<file path="config.mk">
export PLATFORM = sky130hd
export DESIGN_NAME = olist_cell
export DESIGN_NICKNAME = d
export VERILOG_FILES = /design/src/hdl/olist_pkg.sv /design/src/hdl/olist_cell.sv
export SDC_FILE = /design/constraint.sdc
export NUM_CORES = 1
export LEC_CHECK = 0
export BUFFER_PORTS_ARGS = -buffer_cell sky130_fd_sc_hd__buf_2
export CAP_MARGIN = 20
export CORE_MARGIN = 2
export CORE_UTILIZATION = 40
export CTS_CLUSTER_DIAMETER = 60
export DETAILED_ROUTE_END_ITERATION = 8
export PLACE_DENSITY_LB_ADDON = 0.12
export SLEW_MARGIN = 0
export SYNTH_ARGS = -nofsm -noshare
export SYNTH_HDL_FRONTEND = slang
export SYNTH_SLANG_ARGS = --single-unit
</file>
<file path="constraint.sdc">
create_clock -name clk -period 3.2 [get_ports clk]
set_clock_uncertainty 0.05 [all_clocks]
set_input_delay 0.64 -clock clk [delete_from_list [all_inputs] [get_ports clk]]
set_output_delay 0.64 -clock clk [all_outputs]
set_load 0.005 [all_outputs]
</file>
<file path="src/hdl/olist_pkg.sv">
// ----------------------------------------------------------------------------
// olist_pkg: shared definitions for the ordered list engine
// Command and status codes, the per-cell operation code and the control
// bundle that the top level broadcasts to every cell.
// ----------------------------------------------------------------------------
package olist_pkg;

    localparam int DEPTH_DEFAULT = 64;
    localparam int WIDTH_DEFAULT = 32;

    // Fixed field widths of the stream payload.
    localparam int CMD_W   = 3;
    localparam int POS_W   = 6;
    localparam int VALUE_W = 32;
    localparam int STAT_W  = 2;

    localparam logic [CMD_W-1:0] CMD_PUSH   = 3'd0;
    localparam logic [CMD_W-1:0] CMD_POP    = 3'd1;
    localparam logic [CMD_W-1:0] CMD_INSERT = 3'd2;
    localparam logic [CMD_W-1:0] CMD_REMOVE = 3'd3;
    localparam logic [CMD_W-1:0] CMD_FIND   = 3'd4;
    localparam logic [CMD_W-1:0] CMD_READ   = 3'd5;
    localparam logic [CMD_W-1:0] CMD_CLEAR  = 3'd6;

    localparam logic [STAT_W-1:0] ST_OK    = 2'd0;
    localparam logic [STAT_W-1:0] ST_MISS  = 2'd1;
    localparam logic [STAT_W-1:0] ST_EMPTY = 2'd2;
    localparam logic [STAT_W-1:0] ST_FULL  = 2'd3;

    // What each cell does with its stored word when a command fires.
    typedef enum logic [2:0] {
        CELL_HOLD,
        CELL_PUSH,
        CELL_FILL,
        CELL_SHIFT_UP,
        CELL_SHIFT_DOWN
    } cell_op_t;

    typedef struct packed {
        logic     fire;
        cell_op_t op;
        logic     rd_en;
        logic     find_en;
    } cell_ctrl_t;

endpackage

</file>
<file path="src/hdl/olist_cell.sv">
// ----------------------------------------------------------------------------
// olist_cell: one entry of the ordered list
// Holds a single word, trades it with its neighbors on shifts and captures
// its read value and find match when a command fires.
// ----------------------------------------------------------------------------
module olist_cell #(
    parameter int DEPTH = olist_pkg::DEPTH_DEFAULT,
    parameter int WIDTH = olist_pkg::WIDTH_DEFAULT,
    parameter int INDEX = 0
) (
    input  logic                    clk,
    input  olist_pkg::cell_ctrl_t   ctrl,
    input  logic [($clog2(DEPTH+1) > olist_pkg::POS_W ?
                   $clog2(DEPTH+1) : olist_pkg::POS_W) : 0] pos,
    input  logic [($clog2(DEPTH+1) > olist_pkg::POS_W ?
                   $clog2(DEPTH+1) : olist_pkg::POS_W) : 0] count,
    input  logic [($clog2(DEPTH+1) > olist_pkg::POS_W ?
                   $clog2(DEPTH+1) : olist_pkg::POS_W) : 0] target,
    input  logic [WIDTH-1:0]        key,
    input  logic [WIDTH-1:0]        left_entry,
    input  logic [WIDTH-1:0]        right_entry,
    output logic [WIDTH-1:0]        entry,
    output logic [WIDTH-1:0]        cap,
    output logic                    hit
);
    import olist_pkg::*;

    localparam int CNT_W = $clog2(DEPTH + 1);
    localparam int CMP_W = (CNT_W > POS_W ? CNT_W : POS_W) + 1;
    localparam logic [CMP_W-1:0] IDX = CMP_W'(INDEX);

    logic [WIDTH-1:0] entry_reg;
    logic [WIDTH-1:0] cap_reg;
    logic             hit_reg;

    always_ff @(posedge clk)
    begin
        if (ctrl.fire)
        begin
            unique case (ctrl.op)
                CELL_PUSH:
                begin
                    if (IDX == count)
                        entry_reg <= key;
                end
                CELL_FILL:
                begin
                    if (IDX == pos)
                        entry_reg <= key;
                    else if (IDX >= count && IDX < pos)
                        entry_reg <= '0;
                end
                CELL_SHIFT_UP:
                begin
                    if (IDX == pos)
                        entry_reg <= key;
                    else if (IDX > pos && IDX <= count)
                        entry_reg <= left_entry;
                end
                CELL_SHIFT_DOWN:
                begin
                    if (IDX >= pos && IDX + 1'b1 < count)
                        entry_reg <= right_entry;
                end
                default:
                begin
                    entry_reg <= entry_reg;
                end
            endcase
            // Captures use the contents from before this command.
            cap_reg <= (ctrl.rd_en && IDX == target) ? entry_reg : '0;
            hit_reg <= ctrl.find_en && (IDX < count) && (entry_reg == key);
        end
    end

    assign entry = entry_reg;
    assign cap   = cap_reg;
    assign hit   = hit_reg;

endmodule

</file>
==> out/results.tsv <==
metric	value	unit
Req. time, crit path	3.14	ns
Post-Syn Area	0.00334	mm²
first-pass iteration count of the detailed router	4	
HP Start	entry[28]	
ys flop type	edfxtp_1	
Crit Reg-Reg Startpoint	entry[27]	
gr usage total	0.204	
CP Data Arrival Time	2.21	ns
H-tree levels	3	
CTS tree	done	
post-cts resize count	0	
ANT nets after route	0	
distinct cell type count of the synthesized netlist	30	
sw power	0.477	mW
share of the synthesized area in the top cell type	0.584	
Synth area leaders	edfxtp_1, a221o_1, and2_1	
max frequency	0.440	GHz
hold crit path type	reg -> reg	
final setup fails	0	
Mapped Nets	373	
Worst Setup SP	count[5]	
WP depth	6	
most frequent cells after synthesis	edfxtp_1, a221o_1, and2_1	
reg2reg path depth	4	
Leak	2.04	nW
Sw Share	0.254	
vias per std cell	5.22	
core area	0.00818	mm²
postcts setup bufs	0	
clock network power share	0.317	
clk sinks	65	
RSZ-0062 raised after global routing	no	
CTS max path bufs	2	
Startpoint Class	input pin	
fin crit share	0.711	
VDD IR max	0.193	mV
P_int	1.40	mW
first-pass GRT wire length	13700	µm
Layout area overhead	35.9	%
Finished Cell Area	0.00454	mm²
Logic pwr share	0.150	
slowest CP cell	or4_1	
number of flops mapped to enable cells by yosys	65	
Clk Latency, worst-skew pair	0.34	ns
worst-margin pin slew	0.997	ns
diode count	0	
die area	0.00910	mm²
fraction of layout cells with a size suffix above 1	0.498	
CP Capture Type	flip-flop	
CTS root buffer	clkbuf_8	
worst-path maximum fanout	32	
leading area contributor after synthesis	edfxtp_1	
hold-fix buffers at CTS	0	
area post-placement	0.00438	mm²
end of the critical path	entry[14]	
Yosys reg bits	65	
max incr delay on CP	0.56	ns
vias in the first global route	2681	
Reg-to-Reg End	hit	
final-report hold violation count	0	
setup TNS	0	ns
Slew Limit Fails	0	
Min Hold Slack	0.543	ns
Mapped Avg Cell Area	13.6	µm²
Slew headroom	0.333	
cells after synthesis	246	
outcome	complete, no violations	
total grt overflow	0	
critical path's top delay family	simple AND/OR/NAND/NOR gates	
Starting Density	0.409	
PwrDens	414	mW/mm²
R2R Setup Slk	1.43	ns
initial drt markers	107	
most frequent cell after synthesis	edfxtp_1	
HPWL Detailed	6910	µm
Buf+Inv Stages, Crit Path	2	
total CTS buffers	9	
vias	2858	
Ys Warns	0	
critical path class	in -> reg	
routed len/inst	17.6	µm
drt drc	0	
maxcap violations	0	
# nets final	564	
initial antenna violation count	0	
Clock transition at path regs	0.07	ns
Port Buffers	191	
die height	95.4	µm
async set-reset flop share out of synthesis	0	
Final GP Congestion	0.822	
die extent in x	95.4	µm
critical path, cell by cell	buf_2 -> or4_1 -> o21bai_1 -> o21ba_1 -> a211oi_4 -> buf_4	
Sequential Power Share	0.532	
Tmin final	2.28	ns
row cnt	33	
I/O pin cnt	192	
DRT Wirelength	9640	µm
largest net degree at the start of global routing	34	
register area share after synthesis	0.584	
[how the worst min path moves through the flow]
stage / endpoint / slack [ns] / depth (start not counted)
6_report: cap[28] / 0.54 / 1
5_1_grt: entry[6] / 0.54 / 2
4_1_cts: entry[21] / 0.53 / 2
3_5_place_dp: cap[28] / 0.52 / 1
3_3_place_gp: cap[28] / 0.51 / 1
2_1_floorplan: cap[28] / 0.53 / 1
[cell type report]
class | count | area [µm²]
Clock buffer | 10 | 128
Clock inverter | 6 | 35.0
Fill cell | 757 | 3630
Inverter | 3 | 11.3
Multi-Input combinational cell | 163 | 1300
Sequential cell | 65 | 1950
Tap cell | 105 | 131
Timing Repair Buffer | 195 | 986
[logic make-up (layout without fill, tap and decap cells)]
logic type / count (synthesis) / count (layout) / synth area share
xor gates and xnor gates: 31 / 31 / 0.0812
AOI/OAI and AO/OA: 40 / 40 / 0.118
DFF: 65 / 65 / 0.584
and+or+nand+nor: 92 / 92 / 0.184
buffers and inverters: 18 / 214 / 0.0337
[power groups by stage]
stage	sequential (mW)	combinational (mW)	clock [mW]
3_3_place_gp	1.02	0.281	0
6_report	1.00	0.283	0.597
4_1_cts	1.00	0.286	0.605
2_1_floorplan	1.02	0.123	0
3_5_place_dp	1.02	0.285	0
5_1_grt	1.01	0.309	0.638
[stage by stage]
step	utilization	power, mW	std cells	setup WS [ns]
after detailed placement	0.536	1.31	531	0.571
final	0.556	1.88	547	0.925
after CTS	0.556	1.89	547	0.925
after global placement	0.536	1.30	531	0.577
after global routing	0.556	1.95	547	0.823
after floorplan	-	1.14	246	0.370
[layout by cell type, fill, tap and decap left out, types with 2 or more instances in the layout]
cell        instances
a221o_1            32
clkinv_2            4
clkinvlp_4          2
clkbuf_8            9
buf_2             191
inv_1               2
nand2_1             3
nor2_1              3
nor4_1              7
nor4_4              3
xor2_1             17
edfxtp_1           65
nand4_1             4
and3_2              2
and3_1             30
a21oi_1             2
and2_1             32
buf_4               4
xnor2_1            14
or4_1               3
[routing by layer]
metal	global-route usage	vias to the layer above	routed length [µm]
met5	0	-	0
li1	-	1348	-
met3	0.0474	12	815
met1	0.247	1349	3810
met2	0.353	149	4830
met4	0.0798	0	176
Power figures use the tool's default switching activity.
